--- src/ltfc_pkg.sv ---
package ltfc_pkg;

    localparam int COUNT_WIDTH_DEFAULT = 16;

    localparam int ERR_W    = 16;
    localparam int PAT_W    = 8;
    localparam int OP_W     = 2;
    localparam int CNT_OUT_W = 16;
    localparam int DEB_W    = 16;
    localparam int LAP_W    = 8;
    localparam int CFG_W    = 16;
    localparam int CFG_IDX_W = 2;
    localparam int NUM_CNT  = 7;

    localparam int S_TDATA_W = 32;
    localparam int M_TDATA_W = NUM_CNT * CNT_OUT_W;

    localparam logic [PAT_W-1:0] PAT_ALL_ON = 8'hFF;
    localparam logic [PAT_W-1:0] PAT_ALL_OFF = 8'h00;

    localparam logic signed [ERR_W-1:0] LOW_BOUND_RST  = -16'sd100;
    localparam logic signed [ERR_W-1:0] HIGH_BOUND_RST = 16'sd100;
    localparam logic [DEB_W-1:0]        DEBOUNCE_RST   = 16'd50;
    localparam logic [LAP_W-1:0]        LAP_TARGET_RST = 8'd1;

    typedef enum logic [OP_W-1:0] {
        OP_CLASSIFY = 2'd0,
        OP_STOP_CHK = 2'd1,
        OP_CLEAR    = 2'd2,
        OP_UNUSED   = 2'd3
    } op_t;

    typedef enum logic [CFG_IDX_W-1:0] {
        REG_ERR_LOW   = 2'd0,
        REG_ERR_HIGH  = 2'd1,
        REG_DEBOUNCE  = 2'd2,
        REG_LAP       = 2'd3
    } cfg_idx_t;

    typedef struct packed {
        logic                 stop_now;
        logic [CNT_OUT_W-1:0] pitch_count;
        logic [CNT_OUT_W-1:0] lost_count;
        logic [CNT_OUT_W-1:0] marker_count;
        logic [CNT_OUT_W-1:0] curve_count;
        logic [CNT_OUT_W-1:0] crossing_count;
        logic [CNT_OUT_W-1:0] straight_count;
        logic [CNT_OUT_W-1:0] line_count;
    } result_t;

endpackage

--- src/line_track_feature_counter_core.sv ---
// Channel   Dir  Fields (tdata / tuser, lowest bit first)
// s_axis    in   tdata: track_error[15:0] center_pattern[23:16] center_bit[24]
//                middle_bit[25] left_bit[26] right_bit[27]; tuser: operation[1:0]
// m_axis    out  tdata: line, straight, crossing, curve, marker, lost, pitch
//                counts, 16 bits each; tuser: stop_now
// cfg       in   cfg_we, cfg_index, cfg_wdata
//
// One item per cycle sustained while the skid entry is free; each result is registered
// into the result register, or the skid entry while it is held. Counters and countdown
// update at the accept edge. A two-entry output stage (result register plus skid)
// parts the sides, so s_tready drops only when both entries hold results.
// Reset clears counters and countdown and loads the register defaults.
module line_track_feature_counter_core #(
    parameter int COUNT_WIDTH = ltfc_pkg::COUNT_WIDTH_DEFAULT
) (
    input  logic                             clk,
    input  logic                             rst_n,
    input  logic                             s_tvalid,
    output logic                             s_tready,
    input  logic [ltfc_pkg::S_TDATA_W-1:0]   s_tdata,   // error, pattern, c, m, l, r
    input  logic [ltfc_pkg::OP_W-1:0]        s_tuser,   // operation
    output logic                             m_tvalid,
    input  logic                             m_tready,
    output logic [ltfc_pkg::M_TDATA_W-1:0]   m_tdata,   // line..pitch counts
    output logic                             m_tuser,   // stop_now
    input  logic                             cfg_we,
    input  logic [ltfc_pkg::CFG_IDX_W-1:0]   cfg_index,
    input  logic [ltfc_pkg::CFG_W-1:0]       cfg_wdata
);

    localparam logic [COUNT_WIDTH-1:0] CNT_MAX = '1;
    localparam int CMP_W = COUNT_WIDTH + ltfc_pkg::LAP_W;

    // configuration
    logic signed [ltfc_pkg::ERR_W-1:0] err_low_reg, err_high_reg;
    logic [ltfc_pkg::DEB_W-1:0]        debounce_ticks_reg;
    logic [ltfc_pkg::LAP_W-1:0]        lap_target_reg;

    always_ff @(posedge clk or negedge rst_n)
    begin
        if (!rst_n)
        begin
            err_low_reg        <= ltfc_pkg::LOW_BOUND_RST;
            err_high_reg       <= ltfc_pkg::HIGH_BOUND_RST;
            debounce_ticks_reg <= ltfc_pkg::DEBOUNCE_RST;
            lap_target_reg     <= ltfc_pkg::LAP_TARGET_RST;
        end
        else if (cfg_we)
        begin
            unique case (ltfc_pkg::cfg_idx_t'(cfg_index))
                ltfc_pkg::REG_ERR_LOW:  err_low_reg        <= $signed(cfg_wdata);
                ltfc_pkg::REG_ERR_HIGH: err_high_reg       <= $signed(cfg_wdata);
                ltfc_pkg::REG_DEBOUNCE: debounce_ticks_reg <= cfg_wdata;
                ltfc_pkg::REG_LAP:      lap_target_reg     <= cfg_wdata[ltfc_pkg::LAP_W-1:0];
                default: ;
            endcase
        end
    end

    // input unpack
    logic signed [ltfc_pkg::ERR_W-1:0] err;
    logic [ltfc_pkg::PAT_W-1:0]        pat;
    logic                              c_bit, m_bit, l_bit, r_bit;
    ltfc_pkg::op_t                     op;

    assign err   = $signed(s_tdata[15:0]);
    assign pat   = s_tdata[23:16];
    assign c_bit = s_tdata[24];
    assign m_bit = s_tdata[25];
    assign l_bit = s_tdata[26];
    assign r_bit = s_tdata[27];
    assign op    = ltfc_pkg::op_t'(s_tuser);

    // state
    logic [COUNT_WIDTH-1:0] line_reg, straight_reg, crossing_reg, curve_reg;
    logic [COUNT_WIDTH-1:0] marker_reg, lost_reg, pitch_reg;
    logic [COUNT_WIDTH-1:0] line_next, straight_next, crossing_next, curve_next;
    logic [COUNT_WIDTH-1:0] marker_next, lost_next, pitch_next;
    logic [ltfc_pkg::DEB_W-1:0] debounce_reg, debounce_next;
    logic                       stop_calc;

    logic accept_in, take_out;
    assign accept_in = s_tvalid && s_tready;
    assign take_out  = m_tvalid && m_tready;

    function automatic logic [COUNT_WIDTH-1:0] bump(input logic [COUNT_WIDTH-1:0] v);
        bump = (v == CNT_MAX) ? v : v + COUNT_WIDTH'(1);
    endfunction

    logic in_window, crossing, marker, dark, outside;
    logic [COUNT_WIDTH-1:0] marker_bumped;

    always_comb
    begin
        in_window     = (err > err_low_reg) && (err < err_high_reg);
        outside       = (err <= err_low_reg) || (err >= err_high_reg);
        crossing      = (pat == ltfc_pkg::PAT_ALL_ON) && c_bit && l_bit && r_bit;
        marker        = r_bit && !crossing;
        dark          = (pat == ltfc_pkg::PAT_ALL_OFF) && !c_bit;
        marker_bumped = bump(marker_reg);

        line_next     = line_reg;
        straight_next = straight_reg;
        crossing_next = crossing_reg;
        curve_next    = curve_reg;
        marker_next   = marker_reg;
        lost_next     = lost_reg;
        pitch_next    = pitch_reg;
        debounce_next = debounce_reg;
        stop_calc     = 1'b0;

        case (op)
            ltfc_pkg::OP_CLASSIFY:
            begin
                if (in_window)               line_next     = bump(line_reg);
                if (err == '0 && c_bit && m_bit) straight_next = bump(straight_reg);
                if (crossing)                crossing_next = bump(crossing_reg);
                if (l_bit && !crossing)      curve_next    = bump(curve_reg);
                if (marker)                  marker_next   = marker_bumped;
                if (dark && outside)         lost_next     = bump(lost_reg);
                if (dark && in_window)       pitch_next    = bump(pitch_reg);
            end
            ltfc_pkg::OP_STOP_CHK:
            begin
                if (debounce_reg != '0)
                begin
                    debounce_next = debounce_reg - ltfc_pkg::DEB_W'(1);
                end
                else if (marker)
                begin
                    marker_next   = marker_bumped;
                    debounce_next = debounce_ticks_reg;
                    // half the marker count: two markers per lap
                    stop_calc     = CMP_W'(marker_bumped >> 1) >= CMP_W'(lap_target_reg);
                end
            end
            ltfc_pkg::OP_CLEAR:
            begin
                line_next     = '0;
                straight_next = '0;
                crossing_next = '0;
                curve_next    = '0;
                marker_next   = '0;
                lost_next     = '0;
                pitch_next    = '0;
            end
            default: ;
        endcase
    end

    always_ff @(posedge clk or negedge rst_n)
    begin
        if (!rst_n)
        begin
            line_reg     <= '0;
            straight_reg <= '0;
            crossing_reg <= '0;
            curve_reg    <= '0;
            marker_reg   <= '0;
            lost_reg     <= '0;
            pitch_reg    <= '0;
            debounce_reg <= '0;
        end
        else if (accept_in)
        begin
            line_reg     <= line_next;
            straight_reg <= straight_next;
            crossing_reg <= crossing_next;
            curve_reg    <= curve_next;
            marker_reg   <= marker_next;
            lost_reg     <= lost_next;
            pitch_reg    <= pitch_next;
            debounce_reg <= debounce_next;
        end
    end

    ltfc_pkg::result_t new_res;
    always_comb
    begin
        new_res.stop_now       = stop_calc;
        new_res.line_count     = ltfc_pkg::CNT_OUT_W'(line_next);
        new_res.straight_count = ltfc_pkg::CNT_OUT_W'(straight_next);
        new_res.crossing_count = ltfc_pkg::CNT_OUT_W'(crossing_next);
        new_res.curve_count    = ltfc_pkg::CNT_OUT_W'(curve_next);
        new_res.marker_count   = ltfc_pkg::CNT_OUT_W'(marker_next);
        new_res.lost_count     = ltfc_pkg::CNT_OUT_W'(lost_next);
        new_res.pitch_count    = ltfc_pkg::CNT_OUT_W'(pitch_next);
    end

    // output register plus skid entry
    ltfc_pkg::result_t out_reg, skid_reg;
    logic out_valid_reg, out_valid_next, skid_valid_reg, skid_valid_next;
    logic load_out_new, load_out_skid, load_skid;

    always_comb
    begin
        out_valid_next  = out_valid_reg;
        skid_valid_next = skid_valid_reg;
        load_out_new    = 1'b0;
        load_out_skid   = 1'b0;
        load_skid       = 1'b0;
        if (take_out || !out_valid_reg)
        begin
            if (skid_valid_reg)
            begin
                load_out_skid   = 1'b1;
                out_valid_next  = 1'b1;
                skid_valid_next = 1'b0;
            end
            else if (accept_in)
            begin
                load_out_new   = 1'b1;
                out_valid_next = 1'b1;
            end
            else
            begin
                out_valid_next = 1'b0;
            end
        end
        else if (accept_in)
        begin
            load_skid       = 1'b1;
            skid_valid_next = 1'b1;
        end
    end

    always_ff @(posedge clk or negedge rst_n)
    begin
        if (!rst_n)
        begin
            out_valid_reg  <= 1'b0;
            skid_valid_reg <= 1'b0;
        end
        else
        begin
            out_valid_reg  <= out_valid_next;
            skid_valid_reg <= skid_valid_next;
        end
    end

    always_ff @(posedge clk)
    begin
        if (load_out_skid)
            out_reg <= skid_reg;
        else if (load_out_new)
            out_reg <= new_res;
        if (load_skid)
            skid_reg <= new_res;
    end

    assign s_tready = !skid_valid_reg;
    assign m_tvalid = out_valid_reg;
    assign m_tuser  = out_reg.stop_now;
    assign m_tdata  = {out_reg.pitch_count, out_reg.lost_count, out_reg.marker_count,
                       out_reg.curve_count, out_reg.crossing_count,
                       out_reg.straight_count, out_reg.line_count};

    a_skid_implies_out: assert property (@(posedge clk) disable iff (!rst_n)
        skid_valid_reg |-> out_valid_reg)
        else $error("skid entry held while output register empty");

    a_clear_zeroes: assert property (@(posedge clk) disable iff (!rst_n)
        (accept_in && op == ltfc_pkg::OP_CLEAR) |=>
            (line_reg == '0 && marker_reg == '0 && pitch_reg == '0))
        else $error("counters not cleared");

    a_debounce_dec: assert property (@(posedge clk) disable iff (!rst_n)
        (accept_in && op == ltfc_pkg::OP_STOP_CHK && debounce_reg != '0) |=>
            (debounce_reg == $past(debounce_reg) - ltfc_pkg::DEB_W'(1)
             && marker_reg == $past(marker_reg)))
        else $error("debounce countdown misbehaved");

    a_stop_only_check: assert property (@(posedge clk) disable iff (!rst_n)
        (accept_in && op != ltfc_pkg::OP_STOP_CHK && !skid_valid_reg
         && (take_out || !out_valid_reg)) |=> !m_tuser)
        else $error("stop reported for non stop-check item");

endmodule

--- config.mk ---
export PLATFORM = sky130hd
export DESIGN_NAME = line_track_feature_counter_core
export DESIGN_NICKNAME = d
export VERILOG_FILES = /design/src/ltfc_pkg.sv /design/src/line_track_feature_counter_core.sv
export SDC_FILE = /design/constraint.sdc
export NUM_CORES = 1
export LEC_CHECK = 0
export BUFFER_PORTS_ARGS = -buffer_cell sky130_fd_sc_hd__buf_2
export CAP_MARGIN = 20
export CORE_MARGIN = 1
export CORE_UTILIZATION = 45
export CTS_BUF_LIST = sky130_fd_sc_hd__clkbuf_8 sky130_fd_sc_hd__clkbuf_16
export CTS_CLUSTER_SIZE = 24
export DETAILED_ROUTE_END_ITERATION = 8
export PLACE_DENSITY = 0.61
export SYNTH_ARGS = -nofsm -noshare
export SYNTH_HDL_FRONTEND = slang
export SYNTH_SLANG_ARGS = --single-unit
--- constraint.sdc ---
create_clock -name clk -period 8.6 [get_ports clk]
set_input_delay 1.72 -clock clk [delete_from_list [all_inputs] [get_ports clk]]
set_output_delay 1.72 -clock clk [all_outputs]
set_load 0.05 [all_outputs]
==> results of run 1 <==
[power breakdown]
group	internal [W]	switching [W]	total (W)	leakage [nW]
logic	0.000265	0.000638	0.000903	4.42
registers	0.00229	0.000109	0.00240	4.50
clock network	0.00118	0.000806	0.00199	0.796
total	0.00374	0.00155	0.00530	9.71
[cell type report]
cell class / instances / area, sq um
clock buffer: 49 / 1204
clock inverter: 36 / 312.8
fill: 4207 / 22340
inverter: 87 / 326.6
multi-input combinational: 1482 / 8954
sequential: 412 / 11460
tap: 607 / 759.5
timing repair buffer: 193 / 1100
[cells in the final DEF, fill, tap and decap left out, types with 19 or more instances in the layout]
| cell type | n |
|---|---|
| a21o_1 | 23 |
| a21oi_1 | 79 |
| a31oi_1 | 34 |
| and3_1 | 31 |
| buf_2 | 166 |
| buf_4 | 22 |
| clkbuf_16 | 47 |
| dfrtp_1 | 167 |
| dfstp_2 | 19 |
| edfxtp_1 | 226 |
| ha_1 | 48 |
| inv_1 | 100 |
| mux2_2 | 57 |
| nand2_1 | 306 |
| nand3_1 | 78 |
| nand4_1 | 40 |
| nor2_1 | 181 |
| nor3_1 | 40 |
| o21ai_0 | 173 |
| o31ai_1 | 33 |
| or3_1 | 21 |
| xnor2_1 | 36 |
[metrics by stage]
stage / hold slack [ns] / setup WS (ns) / instance area, sq um
after CTS: 0.5065 / 3.648 / 24090
final: 0.5034 / 3.450 / 24120
after global routing: 0.5079 / 3.393 / 24120
after detailed placement: 0.4944 / 3.059 / 22580
after floorplan: 0.4715 / 1.080 / 21150
after global placement: 0.4889 / 3.053 / 22530
[cells by family after synthesis]
kind of cell / synth area share
and+or+nand+nor: 0.1838
AOI/OAI and AO/OA: 0.1519
DFF: 0.5421
buffers and inverters: 0.03686
muxes: 0.03508
xor gates and xnor gates: 0.02195
adders and majority gates: 0.02840
[worst min-delay path by stage]
stage	start	endpoint	slack, ns
2_1_floorplan	debounce_reg[8]	debounce_reg[8]	0.47
3_3_place_gp	err_high_reg[3]	err_high_reg[3]	0.49
3_5_place_dp	lap_target_reg[7]	lap_target_reg[7]	0.49
4_1_cts	lap_target_reg[7]	lap_target_reg[7]	0.51
5_1_grt	lap_target_reg[7]	lap_target_reg[7]	0.51
6_report	lap_target_reg[7]	lap_target_reg[7]	0.50
[layer usage]
layer | vias up | wire [um] | GRT usage
met5 | - | 8 | 0
met1 | 7965 | 24390 | 0.3145
met3 | 81 | 3494 | 0.04186
met2 | 527 | 25140 | 0.3629
li1 | 7941 | - | -
met4 | 2 | 1122 | 0.06088
[worst max-delay path, cell delays in order]
cell	delay, ns
buf_2	0.13
ha_1	0.32
nand4_1	0.12
nor4_1	0.47
a21boi_1	0.22
a211o_1	0.37
and2_1	0.73
nand2_1	0.36
o311ai_0	0.65
a41oi_1	0.30
==> flow_metrics.env, run 1 <==
export IMPL_hold_viol_final=0
export IMPL_ios=172
export IMPL_netlist_area_leader_share=0.3209
export IMPL_clock_latency_ns=0.59
export IMPL_cts_sinks=412
export IMPL_report_power_total_w=0.005296
export IMPL_reg2regPathDepth=10
export IMPL_crit_start="s_tdata[15]"
export IMPL_fin_crit_sh=0.5989
export IMPL_grtUsageTotal=0.2263
export IMPL_finalCriticalPeriod_ns=5.150
export IMPL_viasPerCell=5.763
export IMPL_port_buffers=167
export IMPL_synth_edff_count=226
export IMPL_arrival_ns=5.40
export IMPL_yosys_area_top_type="edfxtp_1"
export IMPL_cts_buffer_depth=3
export IMPL_hpwlAfterDp_mm=36.27
export IMPL_ys_seq_elements=412
export IMPL_synthTopCellsByCount="nand2_1, edfxtp_1, nor2_1"
export IMPL_rr_startpoint="err_low_reg[11]"
export IMPL_die_area_sq_mm=0.04787
export IMPL_cts_buffers=46
export IMPL_crit_required_ns=8.85
export IMPL_start_util=0.4553
export IMPL_clkTransAtPathRegs_ns=0.06
export IMPL_die_h_um=218.8
export IMPL_cts_tree="done"
export IMPL_holdBufCountCts=0
export IMPL_drive_above_1_share=0.1704
export IMPL_synth_fp_nets=2203
export IMPL_area_growth_synth_to_final_pct=14.04
export IMPL_synth_cells=2098
export IMPL_fin_nets=2327
export IMPL_antenna_found_initial=1
export IMPL_route_vias_total=16516
export IMPL_wire_per_inst_um=18.90
export IMPL_wl_mm=54.16
export IMPL_fin_setup_tns_ns=0
export IMPL_final_core_utilization=0.5192
export IMPL_netlist_area_sq_mm=0.02115
export IMPL_setup_viol=0
export IMPL_diodes=0
export IMPL_cp_start_kind="primary input"
export IMPL_cts_setup_buffers=0
export IMPL_rrSetupSlack_ns=4.18
export IMPL_grt_ovfl_total=0
export IMPL_drcViolationCount=0
export IMPL_synth_warnings=0
export IMPL_core_sq_mm=0.04646
export IMPL_relSlewSlack=0.2594
export IMPL_detail_route_antenna_nets=0
export IMPL_drtPass1Iterations=5
export IMPL_path_max_fanout=17
export IMPL_synth_cell_type_count=88
export IMPL_rsz0062_at_grt="false"
export IMPL_grt_pass1_wl_mm=85.39
export IMPL_hold_path_class="reg -> reg"
export IMPL_die_w_um=218.8
export IMPL_synth_ff_type="edfxtp_1"
export IMPL_synth_most_common_cell="nand2_1"
export IMPL_root_buffer="clkbuf_16"
export IMPL_syn_avg_cell_area_sq_um=10.08
export IMPL_critPathCaptureType="flop"
export IMPL_largest_reg_flops=113
export IMPL_status="complete, no violations"
export IMPL_htree_levels=2
export IMPL_fin_cells=2866
export IMPL_r2r_end="m_tdata[99]"
export IMPL_grt_max_degree=91
export IMPL_cap_viol_max_count=0
export IMPL_yosys_top_cells_area="edfxtp_1, dfrtp_1, nand2_1"
export IMPL_grt_pass1_vias=15507
export IMPL_row_count=79
export IMPL_gp_congestion=0.8756
export IMPL_tightest_slew_ns=1.110
export IMPL_critPathKind="in -> reg"
export IMPL_leakagePower_nw=9.709
export IMPL_dp_cells=2780
export IMPL_synth_seq_area_share=0.5421
export IMPL_ir_drop_mv=0.1346
export IMPL_clock_skew_ns=0.02518
export IMPL_powerDensity_mw_per_mm2=219.6
export IMPL_timing_fmax_mhz=194.2
export IMPL_drv_slew=0
export IMPL_cts_resized=0
export IMPL_cp_endpoint="m_tdata[99]"
export IMPL_drtIter0Drc=1345
export IMPL_synthArstFlopShare=0.4515
export IMPL_whs_path_depth=1
Power figures use the tool's default switching activity.
==> run 2, diff against run 1 <==
--- a/config.mk
+++ b/config.mk
@@ -12,7 +12,7 @@
 export CTS_BUF_LIST = sky130_fd_sc_hd__clkbuf_8 sky130_fd_sc_hd__clkbuf_16
 export CTS_CLUSTER_SIZE = 24
 export DETAILED_ROUTE_END_ITERATION = 8
-export PLACE_DENSITY = 0.61
+export PLACE_DENSITY = 0.63
 export SYNTH_ARGS = -nofsm -noshare
 export SYNTH_HDL_FRONTEND = slang
 export SYNTH_SLANG_ARGS = --single-unit
==> constraint.sdc (replaced) <==
create_clock -name clk -period 4.3 [get_ports clk]
set_input_delay 0.86 -clock clk [delete_from_list [all_inputs] [get_ports clk]]
set_output_delay 0.86 -clock clk [all_outputs]
set_load 0.05 [all_outputs]
==> run 2 against run 1 <==
Via count increased by 1.0%. Power increased by 97%. Sequential share of layout area decreased by 0.27 points. Hold slack got worse by 0.25 ns. Worst setup slack got worse by 2.9 ns. Clock power increased by 89%. Critical path depth unchanged. Critical path type is now reg -> reg. Largest power group unchanged.
==> flow_metrics.env, run 2 (same netlist as run 1, synthesis figures left out) <==
export IMPL_rrSetupSlack_ns=0.51
export IMPL_multi_input_area_sq_mm=0.008954
export IMPL_rsz0062_at_grt="false"
export IMPL_ir_drop_mv=0.2806
export IMPL_tightest_slew_ns=1.084
export IMPL_port_buffers=167
export IMPL_root_buffer="clkbuf_16"
export IMPL_powerDensity_mw_per_mm2=429.5
export IMPL_cts_buffer_depth=3
export IMPL_antenna_found_initial=1
export IMPL_p_sw_frac=0.2961
export IMPL_drive_above_1_share=0.1813
export IMPL_die_w_um=218.8
export IMPL_drv_slew=0
export IMPL_cts_sinks=412
export IMPL_drtPass1Iterations=8
export IMPL_internal_power_w=0.007335
export IMPL_rr_startpoint="err_low_reg[11]"
export IMPL_cap_viol_max_count=0
export IMPL_fin_nets=2352
export IMPL_row_count=79
export IMPL_critPathCaptureType="flop"
export IMPL_ios=172
export IMPL_status="complete, no violations"
export IMPL_layout_common_cells="nand2_1, edfxtp_1, nor2_1"
export IMPL_largest_reg_flops=113
export IMPL_clock_latency_ns=0.57
export IMPL_crit_chain="inv_1 > ha_1 > nand4_1 > nor4_1 > a21boi_1 > a211o_1 > and2_1 > nand2_1 > o311ai_0 > a41oi_1"
export IMPL_comb_power_share=0.176
export IMPL_start_util=0.4553
export IMPL_cp_start_kind="flop"
export IMPL_path_max_fanout=10
export IMPL_cts_setup_buffers=0
export IMPL_core_sq_mm=0.04646
export IMPL_drcViolationCount=0
export IMPL_crit_required_ns=4.58
export IMPL_seqCellArea_sq_mm=0.01146
export IMPL_clock_skew_ns=0.02057
export IMPL_grt_ovfl_total=0
export IMPL_grtUsageTotal=0.2302
export IMPL_grt_pass1_vias=16056
export IMPL_clkTransAtPathRegs_ns=0.06
export IMPL_grt_pass1_wl_mm=87.24
export IMPL_gp_congestion=0.8801
export IMPL_wl_mm=54.62
export IMPL_slowest_stage="o311ai_0"
export IMPL_report_power_total_w=0.01042
export IMPL_leakagePower_nw=9.808
export IMPL_relSlewSlack=0.2769
export IMPL_die_h_um=218.8
export IMPL_drtIter0Drc=1350
export IMPL_wire_per_inst_um=18.89
export IMPL_nFillCells=4185
export IMPL_final_core_utilization=0.5222
export IMPL_p_sw_w=0.003085
export IMPL_final_common_cell="nand2_1"
export IMPL_hold_viol_final=0
export IMPL_cts_buffers=45
export IMPL_clock_power_share=0.362
export IMPL_r2r_end="m_tdata[99]"
export IMPL_grt_max_degree=114
export IMPL_placed_cell_area_sq_mm=0.02279
export IMPL_fin_crit_sh=0.8806
export IMPL_die_area_sq_mm=0.04787
export IMPL_holdBufCountCts=0
export IMPL_cts_resized=0
export IMPL_htree_levels=2
export IMPL_viasPerCell=5.768
export IMPL_arrival_ns=4.06
export IMPL_critPathKind="reg -> reg"
export IMPL_cpPeakStageDelay_ns=0.61
export IMPL_reg2regPathDepth=10
export IMPL_hold_path_class="in -> async"
export IMPL_setup_viol=0
export IMPL_final_cell_area_sq_mm=0.02426
export IMPL_finalCriticalPeriod_ns=3.786
export IMPL_route_vias_total=16682
export IMPL_fin_setup_tns_ns=0
export IMPL_detail_route_antenna_nets=0
export IMPL_timing_fmax_mhz=264.1
export IMPL_hpwlAfterDp_mm=37.37
export IMPL_area_growth_synth_to_final_pct=14.71
export IMPL_cts_tree="done"
export IMPL_p_seq_frac=0.462
-- run 2: stage by stage --
step,cells,hold WS (ns),worst slack [ns]
finish,2892,0.2542,0.5135
global route,2891,0.2742,0.1999
CTS,2890,0.5063,0.5600
detailed placement,2806,0.4929,0.1506
global placement,2806,0.4892,0.2200
floorplan,2098,0.4715,0.1426
-- run 2: layout make-up --
class,instances,area share
clock buffers,49,0.04961
clock inverters,35,0.009696
diodes,1,0.0001031
flip-flops and latches,412,0.4726
multi-input cells,1482,0.3691
repair buffers,219,0.05420
inverters,87,0.01346
well taps,607,0.03130
-- run 2: worst max path at each step --
stage / start / end / slack [ns]
after CTS: err_low_reg[11] / m_tdata[99] / 0.56
after floorplan: m_tready / m_tdata[0] / 0.14
after detailed placement: s_tdata[13] / m_tdata[99] / 0.15
after global routing: err_low_reg[11] / m_tdata[99] / 0.20
final: err_low_reg[11] / m_tdata[99] / 0.51
after global placement: s_tdata[15] / m_tdata[99] / 0.22
-- run 2: power groups by stage --
stage | clock (W) | combinational (W) | sequential [W]
after floorplan | 0 | 0.000955 | 0.00518
after global placement | 0 | 0.00180 | 0.00487
after detailed placement | 0 | 0.00184 | 0.00488
after CTS | 0.00386 | 0.00184 | 0.00481
after global routing | 0.00400 | 0.00203 | 0.00485
final | 0.00377 | 0.00184 | 0.00481
-- run 2: critical path: cells and delay by family (launching register included) --
kind / cells / cell delay (ns)
AND/OR/NAND/NOR: 4 / 1.24
flip-flops: 1 / 0.52
buffers and inverters: 1 / 0.06
adder cells (fa/ha/maj): 1 / 0.31
AO/OA/AOI/OAI: 4 / 1.36
-- run 2: routing by layer --
metal | routed length (um) | GRT usage | up-vias
met5 | 17 | 0 | -
met4 | 1125 | 0.06898 | 2
met3 | 3428 | 0.04338 | 88
met2 | 25290 | 0.3667 | 494
met1 | 24760 | 0.3188 | 8104
li1 | - | - | 7994
